<file path="src/hdl/drgb_pkg.sv">
// Package for the dual RGB LED PWM blinker.
// Holds the shared widths, register indexes, blink modes and structs; no dependencies.
`default_nettype none
package drgb_pkg;

    localparam int unsigned LEVEL_W   = 7;
    localparam int unsigned MODE_W    = 2;
    localparam int unsigned PHASE_W   = 7;
    localparam int unsigned HALF_W    = 16;
    localparam int unsigned CFG_IDX_W = 3;
    localparam int unsigned CFG_W     = 7;
    localparam int unsigned CHAN_N    = 6;
    localparam int unsigned S_TDATA_W = 8;
    localparam int unsigned M_TDATA_W = 8;

    localparam logic [LEVEL_W-1:0] LEVEL_MAX = 7'd100;

    typedef enum logic [MODE_W-1:0] {
        BLINK_STEADY = 2'd0,
        BLINK_SLOW   = 2'd1,
        BLINK_FAST   = 2'd2
    } t_blink_mode;

    typedef enum logic [CFG_IDX_W-1:0] {
        REG_LEFT_RED    = 3'd0,
        REG_LEFT_GREEN  = 3'd1,
        REG_LEFT_BLUE   = 3'd2,
        REG_LEFT_MODE   = 3'd3,
        REG_RIGHT_RED   = 3'd4,
        REG_RIGHT_GREEN = 3'd5,
        REG_RIGHT_BLUE  = 3'd6,
        REG_RIGHT_MODE  = 3'd7
    } t_cfg_idx;

    typedef struct packed {
        logic [LEVEL_W-1:0] left_red;
        logic [LEVEL_W-1:0] left_green;
        logic [LEVEL_W-1:0] left_blue;
        t_blink_mode        left_mode;
        logic [LEVEL_W-1:0] right_red;
        logic [LEVEL_W-1:0] right_green;
        logic [LEVEL_W-1:0] right_blue;
        t_blink_mode        right_mode;
    } t_cfg;

    typedef struct packed {
        logic [PHASE_W-1:0] phase;
        logic               slow_lit;
        logic               fast_lit;
    } t_tb_state;

endpackage
`default_nettype wire

</file>
<file path="src/hdl/drgb_cfg_regs.sv">
// Configuration registers of the dual RGB LED PWM blinker, with write saturation.
// Depends on drgb_pkg.
`default_nettype none
module drgb_cfg_regs (
    input  wire logic                          i_clk,
    input  wire logic                          i_rst_n,
    input  wire logic                          i_cfg_we,
    input  wire logic [drgb_pkg::CFG_IDX_W-1:0] i_cfg_idx,
    input  wire logic [drgb_pkg::CFG_W-1:0]     i_cfg_data,
    output drgb_pkg::t_cfg                      o_cfg
);

    drgb_pkg::t_cfg                    r_cfg;
    drgb_pkg::t_cfg                    n_cfg;
    logic [drgb_pkg::LEVEL_W-1:0]      sat_level;
    drgb_pkg::t_blink_mode             sat_mode;

    always_comb begin
        sat_level = (i_cfg_data[drgb_pkg::LEVEL_W-1:0] > drgb_pkg::LEVEL_MAX) ?
                    drgb_pkg::LEVEL_MAX : i_cfg_data[drgb_pkg::LEVEL_W-1:0];
        case (i_cfg_data[drgb_pkg::MODE_W-1:0])
            drgb_pkg::BLINK_STEADY: sat_mode = drgb_pkg::BLINK_STEADY;
            drgb_pkg::BLINK_SLOW:   sat_mode = drgb_pkg::BLINK_SLOW;
            default:                sat_mode = drgb_pkg::BLINK_FAST;
        endcase
    end

    always_comb begin
        n_cfg = r_cfg;
        if (i_cfg_we) begin
            case (drgb_pkg::t_cfg_idx'(i_cfg_idx))
                drgb_pkg::REG_LEFT_RED:    n_cfg.left_red    = sat_level;
                drgb_pkg::REG_LEFT_GREEN:  n_cfg.left_green  = sat_level;
                drgb_pkg::REG_LEFT_BLUE:   n_cfg.left_blue   = sat_level;
                drgb_pkg::REG_LEFT_MODE:   n_cfg.left_mode   = sat_mode;
                drgb_pkg::REG_RIGHT_RED:   n_cfg.right_red   = sat_level;
                drgb_pkg::REG_RIGHT_GREEN: n_cfg.right_green = sat_level;
                drgb_pkg::REG_RIGHT_BLUE:  n_cfg.right_blue  = sat_level;
                drgb_pkg::REG_RIGHT_MODE:  n_cfg.right_mode  = sat_mode;
                default:                   n_cfg = r_cfg;
            endcase
        end
    end

    always_ff @(posedge i_clk) begin
        if (!i_rst_n) begin
            r_cfg <= '{left_mode: drgb_pkg::BLINK_STEADY, right_mode: drgb_pkg::BLINK_STEADY,
                       default: '0};
        end else begin
            r_cfg <= n_cfg;
        end
    end

    assign o_cfg = r_cfg;

endmodule
`default_nettype wire

</file>
<file path="src/hdl/drgb_timebase.sv">
// Tick-driven time base: slow and fast blink counters and the PWM phase counter.
// Depends on drgb_pkg.
`default_nettype none
module drgb_timebase #(
    parameter int unsigned PWM_PERIOD      = 100,
    parameter int unsigned SLOW_HALF_TICKS = 500,
    parameter int unsigned FAST_HALF_TICKS = 100
) (
    input  wire logic      i_clk,
    input  wire logic      i_rst_n,
    input  wire logic      i_accept,
    input  wire logic      i_tick,
    output drgb_pkg::t_tb_state o_next
);

    localparam logic [drgb_pkg::HALF_W-1:0]  SlowLimit = drgb_pkg::HALF_W'(SLOW_HALF_TICKS);
    localparam logic [drgb_pkg::HALF_W-1:0]  FastLimit = drgb_pkg::HALF_W'(FAST_HALF_TICKS);
    localparam logic [drgb_pkg::PHASE_W:0]   PhaseLimit = (drgb_pkg::PHASE_W+1)'(PWM_PERIOD);

    logic [drgb_pkg::HALF_W-1:0]  r_slow_cnt, n_slow_cnt;
    logic [drgb_pkg::HALF_W-1:0]  r_fast_cnt, n_fast_cnt;
    logic [drgb_pkg::PHASE_W-1:0] r_phase, n_phase;
    logic                         r_slow_lit, n_slow_lit;
    logic                         r_fast_lit, n_fast_lit;
    logic [drgb_pkg::HALF_W-1:0]  slow_inc;
    logic [drgb_pkg::HALF_W-1:0]  fast_inc;
    logic [drgb_pkg::PHASE_W:0]   phase_inc;

    always_comb begin
        slow_inc  = r_slow_cnt + drgb_pkg::HALF_W'(1);
        fast_inc  = r_fast_cnt + drgb_pkg::HALF_W'(1);
        phase_inc = {1'b0, r_phase} + (drgb_pkg::PHASE_W+1)'(1);

        n_slow_cnt = r_slow_cnt;
        n_fast_cnt = r_fast_cnt;
        n_phase    = r_phase;
        n_slow_lit = r_slow_lit;
        n_fast_lit = r_fast_lit;
        if (i_tick) begin
            if (slow_inc >= SlowLimit) begin
                n_slow_cnt = '0;
                n_slow_lit = ~r_slow_lit;
            end else begin
                n_slow_cnt = slow_inc;
            end
            if (fast_inc >= FastLimit) begin
                n_fast_cnt = '0;
                n_fast_lit = ~r_fast_lit;
            end else begin
                n_fast_cnt = fast_inc;
            end
            if (phase_inc >= PhaseLimit) begin
                n_phase = '0;
            end else begin
                n_phase = phase_inc[drgb_pkg::PHASE_W-1:0];
            end
        end
    end

    always_ff @(posedge i_clk) begin
        if (!i_rst_n) begin
            r_slow_cnt <= '0;
            r_fast_cnt <= '0;
            r_phase    <= '0;
            r_slow_lit <= 1'b1;
            r_fast_lit <= 1'b1;
        end else if (i_accept) begin
            r_slow_cnt <= n_slow_cnt;
            r_fast_cnt <= n_fast_cnt;
            r_phase    <= n_phase;
            r_slow_lit <= n_slow_lit;
            r_fast_lit <= n_fast_lit;
        end
    end

    assign o_next = '{phase: n_phase, slow_lit: n_slow_lit, fast_lit: n_fast_lit};

endmodule
`default_nettype wire

</file>
<file path="src/hdl/drgb_result_stage.sv">
// Channel compare and blink gating, followed by the output register and a skid word.
// Depends on drgb_pkg.
`default_nettype none
module drgb_result_stage (
    input  wire logic                           i_clk,
    input  wire logic                           i_rst_n,
    input  wire logic                           i_accept,
    input  wire drgb_pkg::t_tb_state            i_next,
    input  wire drgb_pkg::t_cfg                 i_cfg,
    input  wire logic                           i_out_ready,
    output logic                                o_out_valid,
    output logic [drgb_pkg::CHAN_N-1:0]         o_out_chan,
    output logic                                o_room
);

    logic                         left_dark;
    logic                         right_dark;
    logic [drgb_pkg::CHAN_N-1:0]  chan;
    logic                         r_out_valid;
    logic [drgb_pkg::CHAN_N-1:0]  r_out_chan;
    logic                         r_skid_valid;
    logic [drgb_pkg::CHAN_N-1:0]  r_skid_chan;
    logic                         out_take;

    function automatic logic dark_of(input drgb_pkg::t_blink_mode mode,
                                     input drgb_pkg::t_tb_state st);
        logic d;
        case (mode)
            drgb_pkg::BLINK_SLOW: d = ~st.slow_lit;
            drgb_pkg::BLINK_FAST: d = ~st.fast_lit;
            default:              d = 1'b0;
        endcase
        return d;
    endfunction

    always_comb begin
        left_dark  = dark_of(i_cfg.left_mode, i_next);
        right_dark = dark_of(i_cfg.right_mode, i_next);
        chan[0] = ~left_dark  & (i_next.phase < i_cfg.left_red);
        chan[1] = ~left_dark  & (i_next.phase < i_cfg.left_green);
        chan[2] = ~left_dark  & (i_next.phase < i_cfg.left_blue);
        chan[3] = ~right_dark & (i_next.phase < i_cfg.right_red);
        chan[4] = ~right_dark & (i_next.phase < i_cfg.right_green);
        chan[5] = ~right_dark & (i_next.phase < i_cfg.right_blue);
    end

    assign out_take = r_out_valid & i_out_ready;

    always_ff @(posedge i_clk) begin
        if (!i_rst_n) begin
            r_out_valid  <= 1'b0;
            r_skid_valid <= 1'b0;
        end else if (i_accept) begin
            if (!r_out_valid || out_take) begin
                r_out_valid <= 1'b1;
            end else begin
                r_skid_valid <= 1'b1;
            end
        end else if (out_take) begin
            r_out_valid  <= r_skid_valid;
            r_skid_valid <= 1'b0;
        end
    end

    always_ff @(posedge i_clk) begin
        if (i_accept) begin
            if (!r_out_valid || out_take) begin
                r_out_chan <= chan;
            end else begin
                r_skid_chan <= chan;
            end
        end else if (out_take && r_skid_valid) begin
            r_out_chan <= r_skid_chan;
        end
    end

    assign o_out_valid = r_out_valid;
    assign o_out_chan  = r_out_chan;
    assign o_room      = ~r_skid_valid;

endmodule
`default_nettype wire

</file>
<file path="src/hdl/dual_rgb_led_pwm_blinker.sv">
// Top level of the dual RGB LED PWM blinker.
// Depends on drgb_pkg, drgb_cfg_regs, drgb_timebase and drgb_result_stage.
//
// Each word on the slave stream carries one tick in bit 0; a tick of 1 steps the
// slow and fast blink counters and the PWM phase, a tick of 0 leaves them alone.
// Every accepted word yields exactly one result word on the master stream with
// the six channel drive bits, worked out from the stepped phase, the levels and
// the blink modes of the two LEDs.
// Levels and modes are written through the plain write port; levels above 100
// are stored as 100 and mode 3 is stored as fast blink. Writes are to be made
// by the user while no word is in flight; the block does not enforce this.
// An accepted result goes to the output register, or to the one-word skid stage
// if the output is held; thus one word is taken each cycle while the skid is empty.
// When the receiver stalls, the skid word fills and s_axis_tready drops until
// the output register drains. Synchronous reset clears all levels and modes,
// zeroes the counters, puts both blink phases in their on phase and empties
// the output side.
`default_nettype none
module dual_rgb_led_pwm_blinker #(
    parameter int unsigned PWM_PERIOD      = 100,
    parameter int unsigned SLOW_HALF_TICKS = 500,
    parameter int unsigned FAST_HALF_TICKS = 100
) (
    input  wire logic                            i_clk,
    input  wire logic                            i_rst_n,
    input  wire logic                            s_axis_tvalid,
    output logic                                 s_axis_tready,
    // bit 0: tick, bits 7..1: zero
    input  wire logic [drgb_pkg::S_TDATA_W-1:0]  s_axis_tdata,
    output logic                                 m_axis_tvalid,
    input  wire logic                            m_axis_tready,
    // bits 0..5: left_red_on, left_green_on, left_blue_on,
    // right_red_on, right_green_on, right_blue_on; bits 7..6: zero
    output logic [drgb_pkg::M_TDATA_W-1:0]       m_axis_tdata,
    input  wire logic                            i_cfg_we,
    input  wire logic [drgb_pkg::CFG_IDX_W-1:0]  i_cfg_idx,
    input  wire logic [drgb_pkg::CFG_W-1:0]      i_cfg_data
);

    drgb_pkg::t_cfg               cfg;
    drgb_pkg::t_tb_state          tb_next;
    logic                         accept;
    logic                         room;
    logic [drgb_pkg::CHAN_N-1:0]  out_chan;

    assign s_axis_tready = room;
    assign accept        = s_axis_tvalid & room;

    drgb_cfg_regs u_cfg (
        .i_clk      (i_clk),
        .i_rst_n    (i_rst_n),
        .i_cfg_we   (i_cfg_we),
        .i_cfg_idx  (i_cfg_idx),
        .i_cfg_data (i_cfg_data),
        .o_cfg      (cfg)
    );

    drgb_timebase #(
        .PWM_PERIOD      (PWM_PERIOD),
        .SLOW_HALF_TICKS (SLOW_HALF_TICKS),
        .FAST_HALF_TICKS (FAST_HALF_TICKS)
    ) u_timebase (
        .i_clk    (i_clk),
        .i_rst_n  (i_rst_n),
        .i_accept (accept),
        .i_tick   (s_axis_tdata[0]),
        .o_next   (tb_next)
    );

    drgb_result_stage u_result (
        .i_clk       (i_clk),
        .i_rst_n     (i_rst_n),
        .i_accept    (accept),
        .i_next      (tb_next),
        .i_cfg       (cfg),
        .i_out_ready (m_axis_tready),
        .o_out_valid (m_axis_tvalid),
        .o_out_chan  (out_chan),
        .o_room      (room)
    );

    assign m_axis_tdata = {(drgb_pkg::M_TDATA_W-drgb_pkg::CHAN_N)'(0), out_chan};

endmodule
`default_nettype wire

</file>
<file path="config.mk">
export PLATFORM = sky130hd
export DESIGN_NAME = dual_rgb_led_pwm_blinker
export DESIGN_NICKNAME = d
export VERILOG_FILES = /design/src/hdl/drgb_pkg.sv /design/src/hdl/drgb_cfg_regs.sv /design/src/hdl/drgb_timebase.sv /design/src/hdl/drgb_result_stage.sv /design/src/hdl/dual_rgb_led_pwm_blinker.sv
export SDC_FILE = /design/constraint.sdc
export NUM_CORES = 1
export LEC_CHECK = 0
export BUFFER_PORTS_ARGS = -buffer_cell sky130_fd_sc_hd__clkbuf_2
export CAP_MARGIN = 20
export CORE_MARGIN = 5
export CORE_UTILIZATION = 55
export DETAILED_ROUTE_END_ITERATION = 8
export PLACE_DENSITY_LB_ADDON = 0.15
export SLEW_MARGIN = 20
export SYNTH_ARGS = -nofsm -noshare
export SYNTH_HDL_FRONTEND = slang
export SYNTH_HIERARCHICAL = 1
export SYNTH_SLANG_ARGS = --single-unit
export TNS_END_PERCENT = 1
</file>
<file path="constraint.sdc">
create_clock -name i_clk -period 3.15 [get_ports i_clk]
set_clock_uncertainty 0.15 [all_clocks]
set_input_delay 0.315 -clock i_clk [delete_from_list [all_inputs] [get_ports i_clk]]
set_output_delay 0.315 -clock i_clk [all_outputs]
set_load 0.01 [all_outputs]
</file>
==> metrics <==
Distinct cells, synth 68; dpl hpwl between 9 and 10 mm; Max FO, Critical Path 8; ANT cells 0; die width ~110 um; FP Rows 37; Vias/cell 5.879; Core ar. 10370 um^2; MaxCap Viol Count 0; final worst-path setup slack -0.08803 ns; final worst path period share 1.028; worst path bufs/invs 2; hold bufs inserted after CTS 0; GR Layer Usage met3 0.03316; Critical Path RT 3.20 ns; failing checks setup timing; total CTS buffers 9; Finished Cell Area 6960 um^2; CTS tree yes; die area 12830 um^2; IO Pins 33; Ys Warns 6; initial antenna violation count 0; die height 113.3 um; Max Fclk between 0.3 and 0.4 GHz; Starting Density 0.5656; critical path's top delay family compound AO/OA/AOI/OAI gates; Total Power between 0.002 and 0.0025 W; Power Density 345.4 nW/um^2; DP Area 6369 um^2; Worst EP arrival approximately 3.3 ns; Post-synth top flop dfxtp_1; clock sink count approximately 100; Final Hold Viols 0; antenna violation net count after detailed routing 0; critical setup path kind reg2reg; most common cell after layout, fill and taps aside dfxtp_1; critical path capture point type register; FF+latch count, synth 101; NumNets Final 781; drt total wl 14.26 mm; Clk Latency, worst-skew pair 0.36 ns; Buffers on Ports 23; first-pass GRT wire length between 20 and 25 mm; total grt overflow 0; vias in the first global route just under 5k; Reg clk slew, reported paths 0.10 ns; commonest cells after routing, fill and taps aside dfxtp_1 (85), nand2_1 (74), inv_1 (56), buf_4 (45); First-pass DRT Iterations 5; Root Buffer clkbuf_8; crit path cell chain ha_4 > nand3_4 > or3_4 > a211oi_4 > a21oi_2 > a31o_4 > a31oi_1 > a31oi_1 > buf_4 > ha_4 > a211oi_2 > a21oi_2 > buf_4 > o31ai_4; Slew Limit Fails 0; area occupied by registers 2152 um^2; # H-tree levels 3; global routing's busiest layer met2; Syn Inst Count 677; routability cong. 0.8501; Hold WC Path Type in2reg; Seq/Total Area, Yosys 0.3652; Leak Pwr 2.607 nW; status complete, but fails checks; area grow syn2layout 18.66%; Avg Inst Size Synth 8.664 um^2; max incr delay on CP 0.37 ns; Final min period around 3.2 ns; Slew @ Worst Pin 0.9769 ns; critical path's slowest cell dfxtp_4; EDFF count, synth 12; RSZ-0062 raised after global routing true; ys async rst share 0; met2 Usage GRT 0.3752; share of cells above drive strength 1 0.2292; DR iter-0 viols 293; DRC viols 0; filler cell count 843; routed len/inst 16.66 um; met1 Usage GRT 0.2915; routed via count 5032; area of the multi-input gates 3760 um^2; Clock Tree Buf Depth 2; setup violators final 9; largest net degree at the start of global routing 75; startpoint class of the critical path register; Tot GR Track Use 0.2235; Max VDD drop 0.1970 mV; Cell Area, Synth approximately 5900 um^2; Slew HR 0.3457
[metrics by stage]
stage / setup TNS, ns / hold WS [ns] / std cells / setup WS [ns] / utilization
6_report: -0.3970 / 0.1410 / 856 / -0.08803 / 0.6712
5_1_grt: -1.753 / 0.1479 / 856 / -0.2171 / 0.6712
4_1_cts: -0.3127 / 0.1146 / 854 / -0.06031 / 0.6658
3_5_place_dp: -2.492 / 0.3114 / 838 / -0.3183 / 0.6141
3_3_place_gp: -1.334 / 0.3034 / 838 / -0.1864 / 0.6141
2_1_floorplan: -0.05780 / 0.2826 / 678 / -0.01190 / -
[cell families after synthesis]
logic type | share of synthesized area
AND/OR/NAND/NOR | 0.2282
AO/OA/AOI/OAI | 0.1753
buffers and inverters | 0.07572
flip-flops | 0.3652
adder cells (fa/ha/maj) | 0.09172
multiplexers | 0.05119
XOR/XNOR | 0.01195
other | 0.0006393
[area by class of cell]
cell class,count,area share
clock buffer,12,0.01941
clock inverter,4,0.003775
inverter,56,0.03020
multi-input combinational,475,0.5402
sequential,101,0.3092
tap,136,0.02445
timing repair buffer,72,0.07280
[cells in the mapped netlist, types with 3 or more instances]
cell       instances  area share
o2111ai_1          6      0.0090
o22ai_1           13       0.014
a211oi_1           7      0.0090
nand3_1           30       0.026
a31oi_1           18       0.019
nor3_1            12       0.010
a21o_1             6      0.0077
o31ai_2            6       0.013
nor2b_1           30       0.032
nand3b_1           3      0.0038
nand4_1            5      0.0053
edfxtp_1          12       0.061
o21ai_0           18       0.015
nand2_1           74       0.047
and3_1            18       0.019
dfxtp_1           89        0.30
xnor2_1            6      0.0090
buf_4             10       0.013
nand4b_1           4      0.0060
or3_1              7      0.0075
nor2_1            22       0.014
buf_2             13       0.011
nor4_1             9      0.0096
and2_1             4      0.0043
a21boi_1           3      0.0038
o21ai_1            5      0.0043
a21oi_2            4      0.0060
ha_1              43       0.092
nand2b_1           6      0.0064
mux2i_1           30       0.051
a21oi_1           26       0.022
inv_1             56       0.036
clkbuf_1          21       0.013
a211o_1            8       0.012
o211ai_1           7      0.0090
[metal layers]
layer	wire length, um	vias up
met3	693	25
met4	281	0
met1	6383	2394
met2	6905	125
met5	0	-
li1	-	2488
[flip-flops by register name, summed over array words and instances (netlist names)]
register and flops:
u_cfg/o_cfg 46, u_timebase/r_fast_cnt 16, u_timebase/r_slow_cnt 16, u_timebase/r_phase 7, u_result/o_out_chan 6, u_result/r_skid_chan 6
u_result/o_out_valid 1, u_result/r_skid_valid 1, u_timebase/r_fast_lit 1, u_timebase/r_slow_lit 1
[power by group]
| part | internal (W) | switching (W) | leakage, nW |
|---|---|---|---|
| registers | 0.00134 | 0.0000172 | 0.837 |
| logic | 0.000129 | 0.000191 | 1.69 |
| clock network | 0.000288 | 0.000439 | 0.0803 |
| total | 0.00176 | 0.000647 | 2.61 |
[worst register-to-register path, cell delays in order (launching register included)]
cell      delay, ns
dfxtp_4        0.37
ha_4           0.14
nand3_4        0.08
or3_4          0.35
a211oi_4       0.29
a21oi_2        0.11
a31o_4         0.26
a31oi_1        0.17
a31oi_1        0.07
buf_4          0.21
ha_4           0.17
a211oi_2       0.25
a21oi_2        0.09
buf_4          0.16
o31ai_4        0.22
[final timing paths]
path	startpoint	to	slack, ns	cells past startpoint
max	u_timebase/r_phase[0]	u_result/o_out_chan[3]	-0.09	14
min	m_axis_tready	u_result/r_skid_valid	0.14	4
max reg2reg	u_timebase/r_phase[0]	u_result/o_out_chan[3]	-0.09	14
min reg2reg	u_cfg/o_cfg[33]	u_cfg/o_cfg[33]	0.33	2
[what timing repair did]
action	in CTS	in global routing
pin swaps	27	5
gates resized for setup	47	8
setup buffers	2	2
setup endpoints to repair	12	12
Note: power is estimated with default switching activity, not from simulation.
